===== src/rtl/sd_data_block_receiver_unit_assert.svh =====
// Assertion macros shared by the receiver RTL.
`ifndef SD_DATA_BLOCK_RECEIVER_UNIT_ASSERT_SVH
`define SD_DATA_BLOCK_RECEIVER_UNIT_ASSERT_SVH

`ifndef NO_ASSERTIONS
// check under reset disable
`define SDBR_ASSERT(lbl, clk, rst, prop, msg) \
   lbl: assert property (@(posedge clk) disable iff (rst) prop) else $error(msg);
// check that also holds while reset is high
`define SDBR_ASSERT_ALWAYS(lbl, clk, prop, msg) \
   lbl: assert property (@(posedge clk) prop) else $error(msg);
`else
`define SDBR_ASSERT(lbl, clk, rst, prop, msg)
`define SDBR_ASSERT_ALWAYS(lbl, clk, prop, msg)
`endif

`endif


===== src/rtl/sdbr_pkg.sv =====
`default_nettype none

package sdbr_pkg;

   localparam int unsigned BLOCK_BYTES_DEFAULT = 512;
   localparam int unsigned QUEUE_DEPTH_DEFAULT = 2;
   localparam int unsigned COUNT_W             = 10;
   localparam int unsigned INDEX_W             = 9;
   localparam int unsigned CSR_INDEX_W         = 2;
   localparam int unsigned CSR_DATA_W          = 16;

   localparam logic [15:0] TIMEOUT_RESET = 16'd1000;
   localparam logic [7:0]  START_TOKEN   = 8'hFE;

   // request codes
   localparam logic [1:0] REQ_BYTE  = 2'd0;
   localparam logic [1:0] REQ_TICK  = 2'd1;
   localparam logic [1:0] REQ_START = 2'd2;

   // result kinds
   localparam logic [2:0] KIND_NONE    = 3'd0;
   localparam logic [2:0] KIND_DATA    = 3'd1;
   localparam logic [2:0] KIND_OK      = 3'd2;
   localparam logic [2:0] KIND_CRCERR  = 3'd3;
   localparam logic [2:0] KIND_TIMEOUT = 3'd4;

   // register indexes
   localparam logic [CSR_INDEX_W-1:0] CSR_TIMEOUT_MS = 2'd0;
   localparam logic [CSR_INDEX_W-1:0] CSR_CRC_EN     = 2'd1;

   typedef enum logic [1:0] {
      OP_BYTE,
      OP_TICK,
      OP_START,
      OP_NOP
   } op_type;

   typedef struct packed {
      op_type     op;
      logic       is_token;
      logic [7:0] data;
   } sdbr_item_type;

   // CRC16 CCITT, poly 0x1021, MSB first, one byte per call
   function automatic logic [15:0] crc16_byte(input logic [15:0] crc, input logic [7:0] b);
      logic [15:0] c;
      c = crc ^ {b, 8'h00};
      for (int i = 0; i < 8; i++) begin
         c = c[15] ? ({c[14:0], 1'b0} ^ 16'h1021) : {c[14:0], 1'b0};
      end
      return c;
   endfunction

endpackage

`default_nettype wire


===== src/rtl/sdbr_req_if.sv =====
`default_nettype none

interface sdbr_req_if;
   logic       valid;
   logic       ready;
   logic [1:0] req_type;
   logic [7:0] rx_byte;

   modport source (output valid, output req_type, output rx_byte, input ready);
   modport sink (input valid, input req_type, input rx_byte, output ready);
endinterface

`default_nettype wire


===== src/rtl/sdbr_rsp_if.sv =====
`default_nettype none

interface sdbr_rsp_if;
   logic       valid;
   logic       ready;
   logic [2:0] out_kind;
   logic [7:0] data_byte;
   logic [sdbr_pkg::INDEX_W-1:0] byte_index;
   logic       is_last;

   modport source (output valid, output out_kind, output data_byte, output byte_index,
                   output is_last, input ready);
   modport sink (input valid, input out_kind, input data_byte, input byte_index,
                 input is_last, output ready);
endinterface

`default_nettype wire


===== src/rtl/sdbr_csr_if.sv =====
`default_nettype none

interface sdbr_csr_if;
   logic valid;
   logic ready;
   logic [sdbr_pkg::CSR_INDEX_W-1:0] index;
   logic [sdbr_pkg::CSR_DATA_W-1:0]  wdata;

   modport source (output valid, output index, output wdata, input ready);
   modport sink (input valid, input index, input wdata, output ready);
endinterface

`default_nettype wire


===== src/rtl/sdbr_front.sv =====
`default_nettype none
`include "sd_data_block_receiver_unit_assert.svh"

module sdbr_front #(
   parameter int unsigned QUEUE_DEPTH = sdbr_pkg::QUEUE_DEPTH_DEFAULT
) (
   input  logic                   clock,
   input  logic                   reset,
   sdbr_req_if.sink               req_chan,
   output sdbr_pkg::sdbr_item_type item,
   output logic                   item_valid,
   input  logic                   item_pop
);
   import sdbr_pkg::*;

   localparam int unsigned PtrW   = $clog2(QUEUE_DEPTH);
   localparam int unsigned CountW = $clog2(QUEUE_DEPTH + 1);

   sdbr_item_type     mem [QUEUE_DEPTH];
   logic [PtrW-1:0]   wr_ptr_ff, wr_ptr_in;
   logic [PtrW-1:0]   rd_ptr_ff, rd_ptr_in;
   logic [CountW-1:0] count_ff, count_in;
   sdbr_item_type     classified;
   logic              push;

   always_comb begin
      classified.data     = req_chan.rx_byte;
      classified.is_token = (req_chan.rx_byte == START_TOKEN);
      case (req_chan.req_type)
         REQ_BYTE:  classified.op = OP_BYTE;
         REQ_TICK:  classified.op = OP_TICK;
         REQ_START: classified.op = OP_START;
         default:   classified.op = OP_NOP;
      endcase
   end

   assign req_chan.ready = (count_ff != CountW'(QUEUE_DEPTH));
   assign push           = req_chan.valid && req_chan.ready;
   assign item_valid     = (count_ff != '0);
   assign item           = mem[rd_ptr_ff];

   always_comb begin
      wr_ptr_in = wr_ptr_ff;
      rd_ptr_in = rd_ptr_ff;
      if (push) begin
         wr_ptr_in = (wr_ptr_ff == PtrW'(QUEUE_DEPTH - 1)) ? '0 : wr_ptr_ff + 1'b1;
      end
      if (item_pop) begin
         rd_ptr_in = (rd_ptr_ff == PtrW'(QUEUE_DEPTH - 1)) ? '0 : rd_ptr_ff + 1'b1;
      end
      count_in = count_ff;
      if (push && !item_pop) begin
         count_in = count_ff + 1'b1;
      end else if (!push && item_pop) begin
         count_in = count_ff - 1'b1;
      end
   end

   always_ff @(posedge clock) begin
      if (reset) begin
         wr_ptr_ff <= '0;
         rd_ptr_ff <= '0;
         count_ff  <= '0;
      end else begin
         wr_ptr_ff <= wr_ptr_in;
         rd_ptr_ff <= rd_ptr_in;
         count_ff  <= count_in;
      end
   end

   always_ff @(posedge clock) begin
      if (push) begin
         mem[wr_ptr_ff] <= classified;
      end
   end

   `SDBR_ASSERT(a_count_max, clock, reset, count_ff <= CountW'(QUEUE_DEPTH), "queue overfilled")
   `SDBR_ASSERT(a_pop_nonempty, clock, reset, item_pop |-> count_ff != '0, "pop from empty queue")
   `SDBR_ASSERT(a_push_grows, clock, reset, push && !item_pop |=> count_ff == $past(count_ff) + 1'b1, "push lost")

endmodule

`default_nettype wire


===== src/rtl/sdbr_back.sv =====
`default_nettype none
`include "sd_data_block_receiver_unit_assert.svh"

module sdbr_back #(
   parameter int unsigned BLOCK_BYTES = sdbr_pkg::BLOCK_BYTES_DEFAULT
) (
   input  logic                    clock,
   input  logic                    reset,
   input  sdbr_pkg::sdbr_item_type item,
   input  logic                    item_valid,
   output logic                    item_pop,
   sdbr_csr_if.sink                csr_chan,
   sdbr_rsp_if.source              rsp_chan
);
   import sdbr_pkg::*;

   localparam logic [2:0] PH_IDLE   = 3'd0;
   localparam logic [2:0] PH_TOKEN  = 3'd1;
   localparam logic [2:0] PH_DATA   = 3'd2;
   localparam logic [2:0] PH_CRC_HI = 3'd3;
   localparam logic [2:0] PH_CRC_LO = 3'd4;

   localparam logic [COUNT_W-1:0] LAST_INDEX = COUNT_W'(BLOCK_BYTES - 1);

   logic [15:0]        timeout_ff;
   logic               crc_en_ff;
   logic [2:0]         phase_ff, phase_in;
   logic [COUNT_W-1:0] count_ff, count_in;
   logic [15:0]        crc_ff, crc_in;
   logic [7:0]         crc_hi_ff, crc_hi_in;
   logic [15:0]        elapsed_ff, elapsed_in;
   logic [15:0]        elapsed_inc;
   logic               last;

   logic               rsp_valid_ff, rsp_valid_in;
   logic [2:0]         rsp_kind_ff, rsp_kind_in;
   logic [7:0]         rsp_data_ff, rsp_data_in;
   logic [INDEX_W-1:0] rsp_index_ff, rsp_index_in;
   logic               rsp_last_ff, rsp_last_in;

   assign csr_chan.ready = 1'b1;
   assign item_pop       = item_valid && (!rsp_valid_ff || rsp_chan.ready);

   assign elapsed_inc = (elapsed_ff == 16'hFFFF) ? elapsed_ff : elapsed_ff + 16'd1;
   assign last        = (count_ff == LAST_INDEX);

   always_comb begin
      phase_in     = phase_ff;
      count_in     = count_ff;
      crc_in       = crc_ff;
      crc_hi_in    = crc_hi_ff;
      elapsed_in   = elapsed_ff;
      rsp_kind_in  = KIND_NONE;
      rsp_data_in  = 8'd0;
      rsp_index_in = '0;
      rsp_last_in  = 1'b0;
      if (item.op == OP_START) begin
         phase_in   = PH_TOKEN;
         count_in   = '0;
         crc_in     = 16'd0;
         crc_hi_in  = 8'd0;
         elapsed_in = 16'd0;
      end else if (item.op == OP_NOP || phase_ff == PH_IDLE) begin
         // nothing to do
      end else if (item.op == OP_TICK) begin
         elapsed_in = elapsed_inc;
         if (elapsed_inc >= timeout_ff) begin
            phase_in    = PH_IDLE;
            rsp_kind_in = KIND_TIMEOUT;
         end
      end else if (elapsed_ff >= timeout_ff) begin
         // byte arriving after the deadline is dropped
         phase_in    = PH_IDLE;
         rsp_kind_in = KIND_TIMEOUT;
      end else begin
         case (phase_ff)
            PH_TOKEN: begin
               if (item.is_token) begin
                  phase_in = PH_DATA;
                  count_in = '0;
                  crc_in   = 16'd0;
               end
            end
            PH_DATA: begin
               crc_in       = crc16_byte(crc_ff, item.data);
               rsp_kind_in  = KIND_DATA;
               rsp_data_in  = item.data;
               rsp_index_in = count_ff[INDEX_W-1:0];
               rsp_last_in  = last;
               if (last) begin
                  phase_in = PH_CRC_HI;
               end else begin
                  count_in = count_ff + 1'b1;
               end
            end
            PH_CRC_HI: begin
               crc_hi_in = item.data;
               phase_in  = PH_CRC_LO;
            end
            PH_CRC_LO: begin
               phase_in = PH_IDLE;
               if (crc_en_ff && ({crc_hi_ff, item.data} != crc_ff)) begin
                  rsp_kind_in = KIND_CRCERR;
               end else begin
                  rsp_kind_in = KIND_OK;
               end
            end
            default: begin
               phase_in = PH_IDLE;
            end
         endcase
      end
   end

   always_comb begin
      rsp_valid_in = rsp_valid_ff;
      if (item_pop) begin
         rsp_valid_in = 1'b1;
      end else if (rsp_chan.ready) begin
         rsp_valid_in = 1'b0;
      end
   end

   always_ff @(posedge clock) begin
      if (reset) begin
         timeout_ff   <= TIMEOUT_RESET;
         crc_en_ff    <= 1'b1;
         phase_ff     <= PH_IDLE;
         count_ff     <= '0;
         crc_ff       <= 16'd0;
         crc_hi_ff    <= 8'd0;
         elapsed_ff   <= 16'd0;
         rsp_valid_ff <= 1'b0;
      end else begin
         if (csr_chan.valid && csr_chan.ready) begin
            if (csr_chan.index == CSR_TIMEOUT_MS) begin
               timeout_ff <= csr_chan.wdata[15:0];
            end else if (csr_chan.index == CSR_CRC_EN) begin
               crc_en_ff <= csr_chan.wdata[0];
            end
         end
         if (item_pop) begin
            phase_ff   <= phase_in;
            count_ff   <= count_in;
            crc_ff     <= crc_in;
            crc_hi_ff  <= crc_hi_in;
            elapsed_ff <= elapsed_in;
         end
         rsp_valid_ff <= rsp_valid_in;
      end
   end

   always_ff @(posedge clock) begin
      if (item_pop) begin
         rsp_kind_ff  <= rsp_kind_in;
         rsp_data_ff  <= rsp_data_in;
         rsp_index_ff <= rsp_index_in;
         rsp_last_ff  <= rsp_last_in;
      end
   end

   assign rsp_chan.valid      = rsp_valid_ff;
   assign rsp_chan.out_kind   = rsp_kind_ff;
   assign rsp_chan.data_byte  = rsp_data_ff;
   assign rsp_chan.byte_index = rsp_index_ff;
   assign rsp_chan.is_last    = rsp_last_ff;

   `SDBR_ASSERT(a_count_range, clock, reset, count_ff <= LAST_INDEX, "byte count past block end")
   `SDBR_ASSERT(a_timeout_idle, clock, reset, item_pop && rsp_kind_in == KIND_TIMEOUT |=> phase_ff == PH_IDLE, "timeout left receiver armed")
   `SDBR_ASSERT(a_start_arms, clock, reset, item_pop && item.op == OP_START |=> phase_ff == PH_TOKEN && elapsed_ff == 16'd0, "start did not arm")
   `SDBR_ASSERT(a_last_only_data, clock, reset, rsp_valid_ff && rsp_kind_ff != KIND_DATA |-> !rsp_last_ff, "last flag on non-data result")

endmodule

`default_nettype wire


===== src/rtl/sd_data_block_receiver_unit.sv =====
// SD card data block receiver, SPI mode, single block with CRC16 check.
// req_chan takes one item per cycle while ready: a received SPI byte, a 1 ms tick or a
// start request. Every accepted item gives exactly one item on rsp_chan:
// nothing, a payload byte with its index and last flag, block ok, CRC error
// or timeout. csr_chan writes timeout_ms (index 0) and crc_check_enable
// (index 1); it is always ready. The user must write it only while the
// receiver is idle; the block itself does not enforce this. An accepted
// item is written to the input queue, then loaded into the result register
// (valid from then) once that register is free. Throughput: one item per
// cycle while rsp_chan is ready; the back-end CRC takes a full byte per cycle.
// Reset (synchronous): queue empty, receiver idle, timeout 1000 ms, CRC
// check enabled, no result pending.
// When rsp_chan stalls, the result register holds and up to QUEUE_DEPTH
// further items are queued; req_chan.ready then drops until results drain.
`default_nettype none

module sd_data_block_receiver_unit #(
   parameter int unsigned BLOCK_BYTES = sdbr_pkg::BLOCK_BYTES_DEFAULT,
   parameter int unsigned QUEUE_DEPTH = sdbr_pkg::QUEUE_DEPTH_DEFAULT
) (
   input logic         clock,
   input logic         reset,
   sdbr_req_if.sink    req_chan,
   sdbr_rsp_if.source  rsp_chan,
   sdbr_csr_if.sink    csr_chan
);
   import sdbr_pkg::*;

   sdbr_item_type item;
   logic          item_valid;
   logic          item_pop;

   sdbr_front #(
      .QUEUE_DEPTH(QUEUE_DEPTH)
   ) u_front (
      .clock      (clock),
      .reset      (reset),
      .req_chan   (req_chan),
      .item       (item),
      .item_valid (item_valid),
      .item_pop   (item_pop)
   );

   sdbr_back #(
      .BLOCK_BYTES(BLOCK_BYTES)
   ) u_back (
      .clock      (clock),
      .reset      (reset),
      .item       (item),
      .item_valid (item_valid),
      .item_pop   (item_pop),
      .csr_chan   (csr_chan),
      .rsp_chan   (rsp_chan)
   );

endmodule

`default_nettype wire


===== src/flat_wrapper.sv =====
// flat-port wrapper written by rule: the top's interface ports become plain ports
module sd_data_block_receiver_unit_flat import sdbr_pkg::*;
#(
   parameter int unsigned BLOCK_BYTES = sdbr_pkg::BLOCK_BYTES_DEFAULT,
   parameter int unsigned QUEUE_DEPTH = sdbr_pkg::QUEUE_DEPTH_DEFAULT
)
  (clock, reset, req_chan_valid, req_chan_req_type, req_chan_rx_byte, req_chan_ready, rsp_chan_valid, rsp_chan_out_kind, rsp_chan_data_byte, rsp_chan_byte_index, rsp_chan_is_last, rsp_chan_ready, csr_chan_valid, csr_chan_index, csr_chan_wdata, csr_chan_ready);
  sdbr_req_if req_chan_i ();
  sdbr_rsp_if rsp_chan_i ();
  sdbr_csr_if csr_chan_i ();
  input logic clock;
  input logic reset;
  input wire logic [$bits(req_chan_i.valid)-1:0] req_chan_valid;
  input wire logic [$bits(req_chan_i.req_type)-1:0] req_chan_req_type;
  input wire logic [$bits(req_chan_i.rx_byte)-1:0] req_chan_rx_byte;
  output wire logic [$bits(req_chan_i.ready)-1:0] req_chan_ready;
  output wire logic [$bits(rsp_chan_i.valid)-1:0] rsp_chan_valid;
  output wire logic [$bits(rsp_chan_i.out_kind)-1:0] rsp_chan_out_kind;
  output wire logic [$bits(rsp_chan_i.data_byte)-1:0] rsp_chan_data_byte;
  output wire logic [$bits(rsp_chan_i.byte_index)-1:0] rsp_chan_byte_index;
  output wire logic [$bits(rsp_chan_i.is_last)-1:0] rsp_chan_is_last;
  input wire logic [$bits(rsp_chan_i.ready)-1:0] rsp_chan_ready;
  input wire logic [$bits(csr_chan_i.valid)-1:0] csr_chan_valid;
  input wire logic [$bits(csr_chan_i.index)-1:0] csr_chan_index;
  input wire logic [$bits(csr_chan_i.wdata)-1:0] csr_chan_wdata;
  output wire logic [$bits(csr_chan_i.ready)-1:0] csr_chan_ready;
  assign req_chan_i.valid = req_chan_valid;
  assign req_chan_i.req_type = req_chan_req_type;
  assign req_chan_i.rx_byte = req_chan_rx_byte;
  assign req_chan_ready = req_chan_i.ready;
  assign rsp_chan_valid = rsp_chan_i.valid;
  assign rsp_chan_out_kind = rsp_chan_i.out_kind;
  assign rsp_chan_data_byte = rsp_chan_i.data_byte;
  assign rsp_chan_byte_index = rsp_chan_i.byte_index;
  assign rsp_chan_is_last = rsp_chan_i.is_last;
  assign rsp_chan_i.ready = rsp_chan_ready;
  assign csr_chan_i.valid = csr_chan_valid;
  assign csr_chan_i.index = csr_chan_index;
  assign csr_chan_i.wdata = csr_chan_wdata;
  assign csr_chan_ready = csr_chan_i.ready;
  sd_data_block_receiver_unit #(.BLOCK_BYTES(BLOCK_BYTES), .QUEUE_DEPTH(QUEUE_DEPTH)) u_core (.clock(clock), .reset(reset), .req_chan(req_chan_i), .rsp_chan(rsp_chan_i), .csr_chan(csr_chan_i));
endmodule

===== config.mk =====
export PLATFORM = sky130hd
export DESIGN_NAME = sd_data_block_receiver_unit_flat
export DESIGN_NICKNAME = d
export VERILOG_FILES = /design/src/rtl/sdbr_pkg.sv /design/src/rtl/sdbr_req_if.sv /design/src/rtl/sdbr_rsp_if.sv /design/src/rtl/sdbr_csr_if.sv /design/src/rtl/sdbr_front.sv /design/src/rtl/sdbr_back.sv /design/src/rtl/sd_data_block_receiver_unit.sv /design/src/flat_wrapper.sv
export VERILOG_INCLUDE_DIRS = /design/src /design/src/rtl
export SDC_FILE = /design/constraint.sdc
export NUM_CORES = 1
export LEC_CHECK = 0
export BUFFER_PORTS_ARGS = -buffer_cell sky130_fd_sc_hd__buf_2
export CAP_MARGIN = 20
export CELL_PAD_IN_SITES_DETAIL_PLACEMENT = 1
export CELL_PAD_IN_SITES_GLOBAL_PLACEMENT = 1
export CORE_ASPECT_RATIO = 1.2
export CORE_MARGIN = 2
export CORE_UTILIZATION = 46
export CTS_CLUSTER_SIZE = 12
export DETAILED_ROUTE_END_ITERATION = 10
export GPL_ROUTABILITY_DRIVEN = 0
export HOLD_SLACK_MARGIN = 0.08
export PLACE_DENSITY = 0.76
export SETUP_SLACK_MARGIN = 0.5
export SLEW_MARGIN = 15
export SYNTH_ARGS = -nofsm -noshare
export SYNTH_HDL_FRONTEND = slang
export SYNTH_SLANG_ARGS = --single-unit

===== constraint.sdc =====
create_clock -name clock -period 4.3 [get_ports clock]
set_input_delay 0.86 -clock clock [delete_from_list [all_inputs] [get_ports clock]]
set_output_delay 0.86 -clock clock [all_outputs]
set_load 0.005 [all_outputs]

==> results.md <==
* Shortest period the worst path allows at 3.540 ns
* Share of flip-flops with an asynchronous set or reset at 0%
* Proportion of power drawn by the clock network at 36.1%
* Mean number of vias per cell at 5.850
* Relative contribution of combinational cells to total power at 25.4%
* Remaining antenna violation count after routing at 0
* Post-place setup slack at 0.4506 ns
* HPWL after detailed placement at 12420 um
* Worst hold path type: flip-flop to flip-flop
* Sw Ratio at 32.23%
* Total track usage at 24.45%
* Share of the yosys chip area belonging to registers at 44.63%
* Total grt overflow at 0
* Arrival @ worst endpoint at 3.89 ns
* Floorplan die width at 110.9 um
* Number of antenna violations at the first check in global routing at 0
* Worst Skew at 0.01180 ns
* Vias in the first global route at 5697
* Setup repair bufs after CTS at 0
* PortBufs at 55
* Number of cells in the design after placement at 869
* First-pass GRT wire length at 28490 um
* Critical path cell sequence: and4_1 -> and4_1 -> nand3_1 -> mux2_2 -> ha_1 -> o21ai_0 -> o21ai_0 -> o2111ai_1 -> a31oi_1 -> o21ai_1 -> or3_1 -> o21ai_1
* DRC violations left at 0
* Required time at the endpoint of the critical path at 4.65 ns
* Crit path buf inv count at 0
* Type of element launching the critical path: flip-flop
* Core Box Area at 0.01330 sq mm
* Final antenna diode count at 0
* Clock Latency Late Sink at 0.43 ns
* Pleak at 2.894 nW
* Count of state elements after synthesis at 119
* Critical path fanouts, max at 10
* Count of endpoints failing hold in the final timing report at 0
* Number of clock sinks at 119
* Number of nets at the end of the flow at 791
* Element type at the critical path end: flip-flop
* Ys flop type: sky130_fd_sc_hd__dfxtp_1
* First-pass detailed-route iteration total at 4
* Cell family contributing the most delay on the critical path: simple AND/OR/NAND/NOR gates
* Site Rows at 46
* Average size of a mapped cell at 9.406 sq um
* Slowest stage cell on the critical path: sky130_fd_sc_hd__dfxtp_1
* Slew of the pin with the lowest slew margin at 0.9726 ns
* Maximum frequency from static timing analysis at 0.2825 GHz
* Status: finished clean
* Maximum number of pins on one net before global-route repair at 45
* Count of pins over their slew limit at 0
* Starting density of the core at 47.40%
* Delay of the slowest cell on the worst path at 0.50 ns
* EDFF count, synth at 43
* Final Worst Setup Slack at 0.7600 ns
* Final critical-path share of the clock period at 82.33%
* Fraction of final layout cells with drive strength greater than 1 at 14.19%
* Total Negative Setup Slacks at 0 ns
* Synthesis-to-layout area growth at 15.54%
* Boundary Pins at 57
* Synth cell types at 57
* Setup-violating endpoint count in the final report at 0
* Via count at 5271
* Max-Slew Margin vs Limit at 34.92%
* Total die area at 0.01466 sq mm
* PwrDens at 500.5 mW/mm^2
* Final core utilization at 54.77%
* Number of H-tree branching levels at 4
* Maximum Capacitance Violations at 0
* Average wire length per cell after detail routing at 19.44 um
* Die extent in y at 132.2 um
* Aggregate routed wire length at 17520 um
* Internal power at 2.470 mW
* Placed Instance Area at 0.006723 sq mm
* Area of the mapped netlist at 0.006302 sq mm
* Synth warnings at 0
* Sum of internal, switching and leakage power at 3.645 mW
* RSZ-0062 raised after global routing: no
* Number of instances in the synthesized netlist at 670
* Clock root cell: sky130_fd_sc_hd__clkbuf_16
* Max IR drop VDD at 0.0003481 V
* Critical path start-end classification: flip-flop to flip-flop
* Seq pwr share at 38.5%
* Post-route design area at 0.007282 sq mm
* Worst hold margin at 0.4559 ns
* CTS Buf Count at 17
* Register clock-pin slew on the reported worst setup and hold paths at 0.05 ns
* Clock tree from TritonCTS: yes
* Clock Tree Buf Depth at 2
* Initial detailed-routing violation count at 211
* NetSw at 1.175 mW
* Synthesized Nets at 741
* Number of standard cells in the final layout excluding fillers at 901
routing by layer:
metal / vias up / track usage [%] / wire (um)
li1: 2522 / - / -
met1: 2614 / 25.73 / 7144
met2: 93 / 46.01 / 9407
met3: 42 / 5.609 / 448
met4: 0 / 10.97 / 518
met5: - / 0 / 0
synthesized netlist by cell type, drive strengths merged (8+ instances only):
cell    number  area share (%)
and2        12             1.2
a22o         8             1.1
ha          38             7.5
dfxtp       76              24
nand4       15             1.5
mux2i       14             2.2
inv         32             1.9
o211ai      10             1.2
edfxtp      43              20
or3         11             1.1
xor2        16             2.2
a21oi       48             3.8
nor2b        9            0.89
nand2       56             3.3
o21ai       45             3.6
clkbuf      24             1.4
or4         14             1.7
buf          8            0.64
nor2        49             3.0
xnor2       41             5.8
and3        10            0.99
a31oi       11             1.1
nor3        10            0.87
nand3       14             1.1
power groups by stage:
stage | Clock (mW) | Sequential (mW) | Combinational, mW
floorplan | 0 | 1.41 | 0.604
global placement | 0 | 1.42 | 0.885
detailed placement | 0 | 1.43 | 0.918
CTS | 1.33 | 1.41 | 0.932
global route | 1.38 | 1.42 | 1.02
finish | 1.32 | 1.40 | 0.926
cell families (layout without fill, tap and decap cells):
group | Yosys count | count (layout) | synth area share (%)
other | 1 | 1 | 0.05950
buffers and inverters | 65 | 128 | 4.030
adder cells (fa/ha/maj) | 38 | 38 | 7.544
AO/OA/AOI/OAI | 152 | 152 | 14.83
flip-flops | 119 | 119 | 44.63
XOR/XNOR | 57 | 57 | 8.041
multiplexers | 17 | 17 | 2.759
AND/OR/NAND/NOR | 221 | 221 | 18.11
flip-flops by register name, indices dropped and copies added, names as in the netlist, 3 cells and up, named ones only:
| signal | count |
|---|---|
| u_core.u_back.timeout_ff | 16 |
| u_core.u_back.count_ff | 10 |
| u_core.u_back.crc_ff | 16 |
| u_core.u_back.rsp_chan.out_kind | 3 |
| u_core.u_back.phase_ff | 3 |
| u_core.u_front.mem | 22 |
| u_core.u_back.rsp_chan.data_byte | 8 |
| u_core.u_back.crc_hi_ff | 8 |
| u_core.u_back.elapsed_ff | 16 |
| u_core.u_back.rsp_chan.byte_index | 9 |
cells in the final DEF (no fill, tap or decap), types with 15 or more instances in the layout:
| cell type | synthesis | routed |
|---|---|---|
| sky130_fd_sc_hd__o21ai_0 | 30 | 30 |
| sky130_fd_sc_hd__xor2_1 | 16 | 16 |
| sky130_fd_sc_hd__xnor2_1 | 40 | 40 |
| sky130_fd_sc_hd__ha_1 | 38 | 38 |
| sky130_fd_sc_hd__a21oi_1 | 48 | 47 |
| sky130_fd_sc_hd__clkbuf_16 | 0 | 17 |
| sky130_fd_sc_hd__o21ai_1 | 15 | 15 |
| sky130_fd_sc_hd__nand2_1 | 56 | 56 |
| sky130_fd_sc_hd__buf_2 | 5 | 55 |
| sky130_fd_sc_hd__inv_1 | 32 | 32 |
| sky130_fd_sc_hd__nand4_1 | 15 | 15 |
| sky130_fd_sc_hd__edfxtp_1 | 43 | 43 |
| sky130_fd_sc_hd__nor2_1 | 48 | 48 |
| sky130_fd_sc_hd__dfxtp_1 | 76 | 76 |
layout make-up:
| type | count | area (sq um) |
|---|---|---|
| Clock inverter | 9 | 78.83 |
| Inverter | 33 | 123.9 |
| Timing Repair Buffer | 63 | 335.3 |
| Clock buffer | 23 | 457.9 |
| Fill cell | 1501 | 6013 |
| Tap cell | 168 | 210.2 |
| Multi-Input combinational cell | 486 | 3263 |
| Sequential cell | 119 | 2813 |
worst paths after layout:
path	start	to	slack, ns	depth (start not counted)
setup reg to reg	u_core.u_back.elapsed_ff[6]$_SDFFE_PP0P_	u_core.u_back.phase_ff[1]$_SDFFE_PP0P_	0.76	12
hold reg to reg	u_core.u_back.timeout_ff[2]$_SDFFE_PP0P_	u_core.u_back.timeout_ff[2]$_SDFFE_PP0P_	0.46	2
setup / recovery	u_core.u_back.elapsed_ff[6]$_SDFFE_PP0P_	u_core.u_back.phase_ff[1]$_SDFFE_PP0P_	0.76	12
hold / removal	u_core.u_back.timeout_ff[2]$_SDFFE_PP0P_	u_core.u_back.timeout_ff[2]$_SDFFE_PP0P_	0.46	2
worst min-delay path: stages (launching register included):
cell	delay, ns
sky130_fd_sc_hd__dfxtp_1	0.30
sky130_fd_sc_hd__nand2_1	0.05
sky130_fd_sc_hd__a21oi_1	0.05
timing repair:
action                                  CTS  global route
cloned                                    0             0
resized for setup                         1             4
endpoints found under the setup margin    2             4
hold buffers                              0             0
hold endpoints to repair                  0             0
No activity file was read; power rests on OpenSTA's default activity.
